File: config.mk
export PLATFORM = sky130hd
export DESIGN_NAME = tcwr_ctrl
export DESIGN_NICKNAME = d
export VERILOG_FILES = /design/src/sv/tcwr_pkg.sv /design/src/sv/tcwr_ctrl.sv
export SDC_FILE = /design/constraint.sdc
export NUM_CORES = 1
export LEC_CHECK = 0
export CAP_MARGIN = 20
export CORE_AREA = 4 4 41 43
export CTS_CLUSTER_SIZE = 10
export DETAILED_ROUTE_END_ITERATION = 8
export DIE_AREA = 0 0 45 47
export DONT_BUFFER_PORTS = 1
export PLACE_DENSITY = 0.3
export SLEW_MARGIN = 15
export SYNTH_ARGS = -nofsm -noshare
export SYNTH_HDL_FRONTEND = slang
export SYNTH_SLANG_ARGS = --single-unit
File: constraint.sdc
create_clock -name clk -period 0.9 [get_ports clk]
set_clock_uncertainty 0.05 [all_clocks]
set_input_delay 0.045 -clock clk [delete_from_list [all_inputs] [get_ports clk]]
set_output_delay 0.045 -clock clk [all_outputs]
set_load 0.01 [all_outputs]
File: src/sv/tcwr_pkg.sv
`timescale 1ns / 1ps
// ----------------------------------------------------------------------------
// tcwr_pkg
// Shared types and codes for the typed column read-modify-write unit.
// ----------------------------------------------------------------------------
package tcwr_pkg;

  localparam int KIND_W   = 3;
  localparam int ROW_W    = 10;
  localparam int DATA_W   = 64;
  localparam int STATUS_W = 2;
  localparam int CFG_IDX_W  = 2;
  localparam int CFG_DATA_W = 11;
  localparam int ROW_EXT_W  = 17;

  localparam logic [KIND_W-1:0] KIND_WRITE = 3'd0;
  localparam logic [KIND_W-1:0] KIND_SUM   = 3'd1;
  localparam logic [KIND_W-1:0] KIND_MIN   = 3'd2;
  localparam logic [KIND_W-1:0] KIND_MAX   = 3'd3;
  localparam logic [KIND_W-1:0] KIND_READ  = 3'd4;

  localparam logic [STATUS_W-1:0] STATUS_OK     = 2'd0;
  localparam logic [STATUS_W-1:0] STATUS_ROW    = 2'd1;
  localparam logic [STATUS_W-1:0] STATUS_ACCESS = 2'd2;

  localparam logic [CFG_IDX_W-1:0] CFG_ELEM_TYPE = 2'd0;
  localparam logic [CFG_IDX_W-1:0] CFG_ROW_COUNT = 2'd1;
  localparam logic [CFG_IDX_W-1:0] CFG_ACCESS    = 2'd2;

  localparam logic [1:0] ELEM_TYPE_RST = 2'd2;

  typedef enum logic [1:0] {
    S_CLEAR,
    S_IDLE,
    S_EXEC
  } ctrl_state_t;

  // Commands from the controller to the datapath
  typedef struct packed {
    logic clear;
    logic accept;
    logic exec;
  } ctrl_cmd_t;

  // Status from the datapath to the controller
  typedef struct packed {
    logic clear_last;
  } dp_stat_t;

endpackage

File: src/sv/tcwr_ctrl.sv
`timescale 1ns / 1ps
// ----------------------------------------------------------------------------
// tcwr_ctrl
// Sequencer: clearing pass after reset, then accept and execute one item.
// ----------------------------------------------------------------------------
module tcwr_ctrl (
  input  logic                clk,
  input  logic                rst_n,
  input  logic                start,
  input  tcwr_pkg::dp_stat_t  stat,
  output tcwr_pkg::ctrl_cmd_t cmd,
  output logic                busy,
  output logic                out_valid
);
  import tcwr_pkg::*;

  ctrl_state_t state_r, state_nxt;
  logic        strobe_r;

  always_ff @(posedge clk) begin
    if (!rst_n) begin
      state_r  <= S_CLEAR;
      strobe_r <= 1'b0;
    end else begin
      state_r  <= state_nxt;
      strobe_r <= cmd.exec;
    end
  end

  always_comb begin
    state_nxt  = state_r;
    cmd.clear  = 1'b0;
    cmd.accept = 1'b0;
    cmd.exec   = 1'b0;
    case (state_r)
      S_CLEAR: begin
        cmd.clear = 1'b1;
        if (stat.clear_last) state_nxt = S_IDLE;
      end
      S_IDLE: begin
        if (start) begin
          cmd.accept = 1'b1;
          state_nxt  = S_EXEC;
        end
      end
      S_EXEC: begin
        cmd.exec  = 1'b1;
        state_nxt = S_IDLE;
      end
      default: state_nxt = S_CLEAR;
    endcase
  end

  assign busy      = (state_r != S_IDLE);
  assign out_valid = strobe_r;

endmodule

== Word-level counts from Yosys, hierarchy flattened ==
Cells that the tools add are included.
Word-level totals
  flip-flop bits (word level): 3
  bits in latches: 0
  RAM bits: 0
  memory bits (read-only): 0
  bits of input ports: 4
  output and inout port bits: 5
  logic and storage cells: 16
  memories kept: 0
Cells by class
  $add $sub $neg: 0
  multipliers: 0
  divide/modulo/power cells: 0
  order comparisons: 0
  eq/ne operators: 5
  shifts and indexed selects: 0
  muxes and demuxes: 7
  bitwise gates (word level): 0
  reduce and logical (&&, ||, !) cells: 2
Operators by type and width (number)
  one-hot mux 2 bit (3 select lines): 1
  two-way mux 1 bit: 4
  two-way mux 2 bit: 2
  inequality test 2 bit, second input constant: 2
  equality test 2 x 1 -> 1 bit, second input constant: 1
  equality test 2 bit, second input constant: 1
  zero test 2 bit: 1
  inequality test 2 x 1 -> 1 bit, second input constant: 1
  AND reduction 2 bit: 1

== Logic depth before layout (Yosys ltp) ==
Gate-level depths: netlist (run 1).
  word-level depth: 3
  gate-level depth with buffers: 2
  mapped depth without buffers: 2

== Least setup slack after synthesis (run 1) ==
OpenSTA, ideal clock, no wires.
  path kind: flip-flop to flip-flop
  start: reg state_r[1]
  end: reg state_r[1]
  library setup time: 0.115 ns
  arrival time: 0.705 ns
  required time: 0.735 ns
  path slack: 0.030 ns
  cell stages (with the launch flop): 3
  buffers on the path: 0
  period minus slack after synthesis: 0.870 ns
  cell sequence: dfxtp_1 and3b_1 and2_1
Between the ends
  word-level cells in the longest chain between the ends: 3
  elaborated cells on any way between the ends: 7
  classes of those cells: eq/ne (4); mux (1); reduce/logical (2)
RTL lines
  start: declaration: RTL line tcwr_ctrl.sv:17  | ctrl_state_t state_r, state_nxt;
  start signal: assignment: RTL line tcwr_ctrl.sv:25  | state_r <= state_nxt;
  equality test 2 x 1 -> 1 bit / zero test 2 bit (equally long branches): RTL line tcwr_ctrl.sv:35  | case (state_r)
  inequality test 2 bit (no source line)
  AND reduction 2 bit (no source line)
Several ways; a longest one is shown, not always the timed one.
A chain may end at the register's enable or synchronous reset.

==> metrics.txt, run 1 <==
# TYPE chip_impl_metric gauge
chip_impl_info{name="outcome",value="complete, but fails checks"} 1
chip_impl_info{name="violations_in_the_final_reports",value="setup timing"} 1
chip_impl_metric{name="netSwitchingPower",unit="µW"} 103
chip_impl_metric{name="drc_errors",unit=""} 0
chip_impl_metric{name="antenna-diode-count",unit=""} 0
chip_impl_metric{name="whs_path_depth",unit=""} 2
chip_impl_metric{name="finalHoldViolCount",unit=""} 0
chip_impl_metric{name="ys_async_sr_fraction",unit="%"} 0
chip_impl_metric{name="dp_hpwl",unit="µm"} 255
chip_impl_metric{name="post_synthesis_sequential_area_ratio",unit="%"} 46.2
chip_impl_metric{name="yosys.area.top_type_share",unit="%"} 46.2
chip_impl_metric{name="power.density_cell_area",unit="nW/µm²"} 1900
chip_impl_metric{name="grt_usage",unit="%"} 3.95
chip_impl_metric{name="final_net_count",unit=""} 28
chip_impl_info{name="crit_family",value="flip-flops"} 1
chip_impl_info{name="critPathKind",value="register to primary output"} 1
chip_impl_info{name="worstPathCellList",value="and3b_1 -> buf_6"} 1
chip_impl_metric{name="post-layout-total-power",unit="µW"} 446
chip_impl_metric{name="fp-row-count",unit=""} 13
chip_impl_info{name="worst_path_max_delay_cell",value="sky130_fd_sc_hd__dfxtp_2"} 1
chip_impl_metric{name="timing.critical_path.depth",unit=""} 2
chip_impl_metric{name="gpl_wtd_cong",unit=""} 0.629
chip_impl_metric{name="final-max-slew-violation-count",unit=""} 0
chip_impl_metric{name="gr-total-overflow",unit=""} 0
chip_impl_metric{name="h_tree_depth",unit=""} 1
chip_impl_metric{name="tritoncts_num_sinks",unit=""} 3
chip_impl_metric{name="power.share.clock",unit="%"} 52.5
chip_impl_metric{name="final_critical_path_setup_slack",unit="ns"} -0.0957
chip_impl_metric{name="finalSetupTns",unit="ns"} -0.221
chip_impl_metric{name="worst_pin_slew",unit="ns"} 0.230
chip_impl_metric{name="die_y",unit="µm"} 47
chip_impl_metric{name="power.internal",unit="µW"} 343
chip_impl_info{name="netlist.top_cell.by_area",value="sky130_fd_sc_hd__dfxtp_1"} 1
chip_impl_info{name="netlist_top_cells_area",value="sky130_fd_sc_hd__dfxtp_1 46%, sky130_fd_sc_hd__o32ai_2 13%, sky130_fd_sc_hd__and2_1 9.6%, sky130_fd_sc_hd__nand2b_1 9.6%, sky130_fd_sc_hd__and3b_1 6.7%"} 1
chip_impl_metric{name="path_max_fanout",unit=""} 5
chip_impl_metric{name="boundaryPins",unit=""} 9
chip_impl_metric{name="placeableCoreArea",unit="µm²"} 1300
chip_impl_metric{name="crit_required",unit="ns"} 0.81
chip_impl_metric{name="grt_max_degree",unit=""} 6
chip_impl_metric{name="final_antenna_net_count",unit=""} 0
chip_impl_metric{name="maxClockFrequency",unit="MHz"} 1000
chip_impl_metric{name="die_w",unit="µm"} 45
chip_impl_metric{name="finalSetupViolCount",unit=""} 3
chip_impl_info{name="ys_dominant_reg_cell",value="sky130_fd_sc_hd__dfxtp_1"} 1
chip_impl_metric{name="ys_seq_elements",unit=""} 3
chip_impl_metric{name="max_cap_violations",unit=""} 0
chip_impl_metric{name="path_clk_slew",unit="ns"} 0.04
chip_impl_metric{name="wire_per_inst",unit="µm"} 8.82
chip_impl_metric{name="worstPathArrival",unit="ns"} 0.90
chip_impl_metric{name="sw_share",unit="%"} 23.1
chip_impl_info{name="ctsRootBufferMaster",value="sky130_fd_sc_hd__clkbuf_4"} 1
chip_impl_metric{name="routed-via-count",unit=""} 128
chip_impl_info{name="synthMostInstantiatedCell",value="sky130_fd_sc_hd__dfxtp_1"} 1
chip_impl_metric{name="vdd.ir_drop.worst",unit="mV"} 0.500
chip_impl_metric{name="rr_worst_depth",unit=""} 2
chip_impl_metric{name="drt-pass1-iter-count",unit=""} 2
chip_impl_metric{name="initial_utilization",unit="%"} 10.0
chip_impl_info{name="critPathCaptureType",value="primary output"} 1
chip_impl_metric{name="max-clock-path-buffers",unit=""} 2
chip_impl_metric{name="per_instance_average_area_after_synthesis",unit="µm²"} 10.0
chip_impl_metric{name="yosys_warnings",unit=""} 0
chip_impl_metric{name="power_frac_comb",unit="%"} 13.6
chip_impl_metric{name="syn_area",unit="µm²"} 130
chip_impl_info{name="start_kind",value="register"} 1
chip_impl_metric{name="full_die_area",unit="µm²"} 2120
chip_impl_metric{name="detail_route.wirelength",unit="µm"} 335
chip_impl_metric{name="sequentialPowerShare",unit="%"} 33.9
chip_impl_metric{name="grt_antenna_before_repair",unit=""} 0
chip_impl_metric{name="netlist-cell-type-count",unit=""} 8
chip_impl_metric{name="synth_enable_flop_cells",unit=""} 0
chip_impl_metric{name="drive_above_1_share",unit="%"} 43.5
chip_impl_metric{name="areaGrowthSynthToFinish",unit="%"} 79.8
chip_impl_metric{name="grt_first_pass_wirelength",unit="µm"} 469
chip_impl_metric{name="netlist_instances",unit=""} 13
chip_impl_info{name="cts_tree",value="yes"} 1
chip_impl_metric{name="fillCellCount",unit=""} 157
chip_impl_metric{name="post_drt_via_cell_ratio",unit=""} 3.37
chip_impl_metric{name="clk_latency",unit="ns"} 0.23
chip_impl_metric{name="grt_pass1_vias",unit=""} 108
chip_impl_metric{name="synthesis.nets",unit=""} 17
chip_impl_metric{name="post-route-period-util",unit="%"} 111
chip_impl_metric{name="cts.repair_timing.setup_buffer_count",unit=""} 0
chip_impl_info{name="yosys-top-cells-count",value="3 x sky130_fd_sc_hd__dfxtp_1, 2 x sky130_fd_sc_hd__and2_1, 2 x sky130_fd_sc_hd__nand2b_1, 2 x sky130_fd_sc_hd__nor2_1"} 1
chip_impl_metric{name="drt_iter0_markers",unit=""} 2
chip_impl_metric{name="leakagePower",unit="µW"} 0.000101
chip_impl_info{name="grt_setup_unrepaired",value="true"} 1
chip_impl_metric{name="cts_inserted_buffers",unit=""} 3
chip_impl_metric{name="port_buffer_count",unit=""} 0
chip_impl_metric{name="cp_slowest_stage_delay",unit="ns"} 0.33
chip_impl_metric{name="worst_case_headroom_to_the_max_slew_limit",unit="%"} 84.6
chip_impl_metric{name="fin_crit",unit="ns"} 0.996
chip_impl_metric{name="cp.buffers_inverters",unit=""} 1
chip_impl_info{name="hp-class",value="primary input to register"} 1
[stage by stage]
step | worst slack, ns | area, µm² | cells | util (%) | hold WS, ns
after CTS | -0.108 | 210 | 36 | 16.2 | -0.135
after global placement | 0.0318 | 171 | 31 | 13.2 | 0.118
after global routing | -0.132 | 234 | 38 | 18.0 | 0.0872
final | -0.0957 | 234 | 38 | 18.0 | 0.0898
after detailed placement | 0.0278 | 171 | 31 | 13.2 | 0.120
after floorplan | 0.0297 | 130 | 13 | - | 0.116
[cell usage in the layout, fill, tap and decap left out]
| master | count |
|---|---|
| sky130_fd_sc_hd__clkbuf_4 | 3 |
| sky130_fd_sc_hd__dlygate4sd3_1 | 3 |
| sky130_fd_sc_hd__nand2b_1 | 2 |
| sky130_fd_sc_hd__nor2_1 | 2 |
| sky130_fd_sc_hd__and2_1 | 2 |
| sky130_fd_sc_hd__buf_4 | 2 |
| sky130_fd_sc_hd__dfxtp_2 | 2 |
| sky130_fd_sc_hd__nor2b_2 | 1 |
| sky130_fd_sc_hd__and3b_1 | 1 |
| sky130_fd_sc_hd__inv_1 | 1 |
| sky130_fd_sc_hd__o32ai_2 | 1 |
| sky130_fd_sc_hd__clkbuf_1 | 1 |
| sky130_fd_sc_hd__dfxtp_1 | 1 |
| sky130_fd_sc_hd__buf_6 | 1 |
[layout make-up]
type,instances,area [µm²],area share [%]
clock buffers,4,26.3,11.2
multi-input cells,9,66.3,28.3
repair buffers,6,56.3,24.1
flip-flops and latches,3,62.6,26.7
inverters,1,3.75,1.60
well taps,15,18.8,8.02
[worst paths after layout]
path	slack [ns]	endpoint	startpoint
setup / recovery	-0.1	cmd[1]	state_r[1]
hold / removal	0.09	state_r[1]	start
setup reg to reg	0.05	state_r[1]	state_r[1]
hold reg to reg	0.50	state_r[0]	state_r[1]
[power groups by stage]
stage                     sequential (µW)  combinational, µW  clock (µW)
after floorplan                       149               31.0           0
after global placement                151               46.7           0
after detailed placement              152               47.1           0
after CTS                             151               52.2         244
after global routing                  152               66.0         266
final                                 151               60.7         234
[sequential cells by signal, indices dropped and copies added, names as in the netlist]
signal	cells
out_valid	1
state_r	2
[metal layers]
layer / vias up / GRT usage (%) / share of wire [%]
met3: 2 / 5.36 / 21
li1: 63 / - / -
met4: 0 / 5.26 / 3.6
met5: - / 0 / 0
met2: 11 / 2.82 / 30
met1: 52 / 3.86 / 44
[logic make-up (layout without fill, tap and decap cells)]
kind of cell           after synthesis  count (layout)  synth area share (%)
buffers and inverters                1              11                  2.88
and+or+nand+nor                      8               8                  38.5
AOI/OAI and AO/OA                    1               1                  12.5
DFF                                  3               3                  46.2
[timing repair]
| action | 4_1_cts | 5_1_grt |
|---|---|---|
| cloned | 0 | 0 |
| setup endpoints to repair | 3 | 4 |
| pin swaps | 0 | 0 |
| resized for setup | 2 | 1 |
| hold buffers | 1 | 2 |
| endpoints found under the hold margin | 3 | 1 |
Note: power is estimated with default switching activity, not from simulation.
==> run 2, diff against run 1 <==
==> constraint.sdc (replaced) <==
create_clock -name clk -period 1.2 [get_ports clk]
set_clock_uncertainty 0.05 [all_clocks]
set_input_delay 0.06 -clock clk [delete_from_list [all_inputs] [get_ports clk]]
set_output_delay 0.06 -clock clk [all_outputs]
set_load 0.01 [all_outputs]
==> metrics.txt, run 2 (same netlist as run 1, synthesis figures left out) <==
# TYPE chip_impl_metric gauge
chip_impl_metric{name="tritoncts_num_sinks",unit=""} 3
chip_impl_metric{name="vdd.ir_drop.worst",unit="mV"} 0.430
chip_impl_info{name="mostFrequentLayoutCells",value="3 x sky130_fd_sc_hd__clkbuf_4, 3 x sky130_fd_sc_hd__dlygate4sd3_1, 3 x sky130_fd_sc_hd__dfxtp_1"} 1
chip_impl_metric{name="max-clock-path-buffers",unit=""} 2
chip_impl_metric{name="grt_pass1_vias",unit=""} 111
chip_impl_metric{name="worstPathArrival",unit="ns"} 0.87
chip_impl_metric{name="port_buffer_count",unit=""} 0
chip_impl_metric{name="finalHoldViolCount",unit=""} 0
chip_impl_metric{name="h_tree_depth",unit=""} 1
chip_impl_metric{name="cts_inserted_buffers",unit=""} 3
chip_impl_info{name="start_kind",value="register"} 1
chip_impl_metric{name="gpl_wtd_cong",unit=""} 0.625
chip_impl_metric{name="final-max-slew-violation-count",unit=""} 0
chip_impl_metric{name="clk_latency",unit="ns"} 0.23
chip_impl_metric{name="finalSetupTns",unit="ns"} 0
chip_impl_metric{name="drt-pass1-iter-count",unit=""} 2
chip_impl_metric{name="die_y",unit="µm"} 47
chip_impl_info{name="outcome",value="completed"} 1
chip_impl_info{name="ctsRootBufferMaster",value="sky130_fd_sc_hd__clkbuf_4"} 1
chip_impl_metric{name="maxClockFrequency",unit="MHz"} 1020
chip_impl_info{name="worst_path_max_delay_cell",value="sky130_fd_sc_hd__dfxtp_1"} 1
chip_impl_metric{name="path_clk_slew",unit="ns"} 0.03
chip_impl_metric{name="path_max_fanout",unit=""} 5
chip_impl_info{name="cts_tree",value="yes"} 1
chip_impl_metric{name="crit_required",unit="ns"} 1.09
chip_impl_metric{name="power.density_cell_area",unit="nW/µm²"} 1560
chip_impl_metric{name="die_w",unit="µm"} 45
chip_impl_metric{name="post_drt_via_cell_ratio",unit=""} 3.31
chip_impl_metric{name="fp-row-count",unit=""} 13
chip_impl_metric{name="placeableCoreArea",unit="µm²"} 1300
chip_impl_metric{name="reg2reg_slack",unit="ns"} 0.28
chip_impl_metric{name="worst_case_headroom_to_the_max_slew_limit",unit="%"} 82.2
chip_impl_metric{name="finalSetupViolCount",unit=""} 0
chip_impl_metric{name="post-route-period-util",unit="%"} 82.0
chip_impl_metric{name="worst_pin_slew",unit="ns"} 0.266
chip_impl_metric{name="drc_errors",unit=""} 0
chip_impl_info{name="worstPathCellList",value="and3b_1"} 1
chip_impl_metric{name="cts.repair.resized",unit=""} 0
chip_impl_metric{name="fin_crit",unit="ns"} 0.985
chip_impl_metric{name="dp_hpwl",unit="µm"} 252
chip_impl_metric{name="antenna-diode-count",unit=""} 0
chip_impl_info{name="timing.hold.worst_endpoint",value="state_r[1]"} 1
chip_impl_metric{name="grt_max_degree",unit=""} 6
chip_impl_info{name="grt_setup_unrepaired",value="false"} 1
chip_impl_info{name="r2r-end",value="state_r[1]"} 1
chip_impl_metric{name="gr-total-overflow",unit=""} 0
chip_impl_info{name="critPathKind",value="register to primary output"} 1
chip_impl_metric{name="final_antenna_net_count",unit=""} 0
chip_impl_metric{name="drt_iter0_markers",unit=""} 1
chip_impl_metric{name="detail_route.wirelength",unit="µm"} 318
chip_impl_metric{name="whs_path_depth",unit=""} 2
chip_impl_metric{name="boundaryPins",unit=""} 9
chip_impl_metric{name="grt_antenna_before_repair",unit=""} 0
chip_impl_info{name="crit_family",value="flip-flops"} 1
chip_impl_metric{name="initial_utilization",unit="%"} 10.0
chip_impl_metric{name="full_die_area",unit="µm²"} 2120
chip_impl_metric{name="largest_reg_flops",unit=""} 2
chip_impl_metric{name="drive_above_1_share",unit="%"} 25.0
chip_impl_metric{name="hold-worst-slack",unit="ns"} 0.167
chip_impl_metric{name="rr_worst_depth",unit=""} 2
chip_impl_info{name="worst_hold_startpoint",value="start"} 1
chip_impl_metric{name="cp_slowest_stage_delay",unit="ns"} 0.39
chip_impl_info{name="hp-class",value="primary input to register"} 1
chip_impl_metric{name="max_cap_violations",unit=""} 0
chip_impl_metric{name="cp.buffers_inverters",unit=""} 0
chip_impl_metric{name="routed-via-count",unit=""} 116
chip_impl_metric{name="leakagePower",unit="µW"} 0.0000844
chip_impl_info{name="critPathCaptureType",value="primary output"} 1
chip_impl_metric{name="grt_usage",unit="%"} 4.18
chip_impl_info{name="max_flop_register",value="state_r"} 1
chip_impl_info{name="r2r_start",value="state_r[1]"} 1
chip_impl_metric{name="final_net_count",unit=""} 25
chip_impl_metric{name="areaGrowthSynthToFinish",unit="%"} 57.7
chip_impl_metric{name="grt_first_pass_wirelength",unit="µm"} 496
chip_impl_metric{name="wire_per_inst",unit="µm"} 9.09
run 2: changes by cell type in the layout (fill, tap and decap cells not counted):
cell,before,now
sky130_fd_sc_hd__buf_4,2,0
sky130_fd_sc_hd__dfxtp_1,1,3
sky130_fd_sc_hd__buf_6,1,0
sky130_fd_sc_hd__dfxtp_2,2,0
run 2: routing by layer:
metal,part of all wire [%],track usage [%],up-vias
met5,0,0,-
met4,0,7.02,0
met3,13,4.98,0
met2,37,3.39,8
met1,50,3.62,51
li1,-,-,57
run 2: where the power goes:
group / internal, µW / switching (µW) / leakage (µW)
clock: 124 / 47.6 / 0.0000150
sequential: 106 / 6.21 / 0.0000245
combinational: 16.8 / 18.7 / 0.0000449
run 2: repair_timing:
item | 4_1_cts | 5_1_grt
hold endpoints to repair | 3 | 0
hold buffers | 3 | 0
buffers inserted | 0 | 0
run 2: final cells by class:
class | count | area (µm²)
Timing Repair Buffer | 3 | 30.0
Tap cell | 15 | 18.8
Fill cell | 155 | 1100
Inverter | 1 | 3.75
Sequential cell | 3 | 60.1
Clock buffer | 4 | 26.3
Multi-Input combinational cell | 9 | 66.3
run 2: stage by stage:
step,util [%],power (µW),instances,instance area (µm²),setup slack [ns]
after floorplan,-,135,13,130,0.330
after global placement,11.4,140,28,149,0.291
after detailed placement,11.4,140,28,149,0.269
after CTS,15.8,331,35,205,0.196
after global routing,15.8,349,35,205,0.154
final,15.8,319,35,205,0.215
run 2: worst max-delay path by stage:
stage | cells after the start | startpoint | endpoint | slack, ns
final | 1 | state_r[0] | cmd[1] | 0.22
after global placement | 2 | state_r[1] | state_r[1] | 0.29
after detailed placement | 2 | state_r[1] | state_r[1] | 0.27
after floorplan | 2 | state_r[1] | state_r[1] | 0.33
after CTS | 1 | state_r[0] | cmd[1] | 0.20
after global routing | 1 | state_r[0] | cmd[1] | 0.15
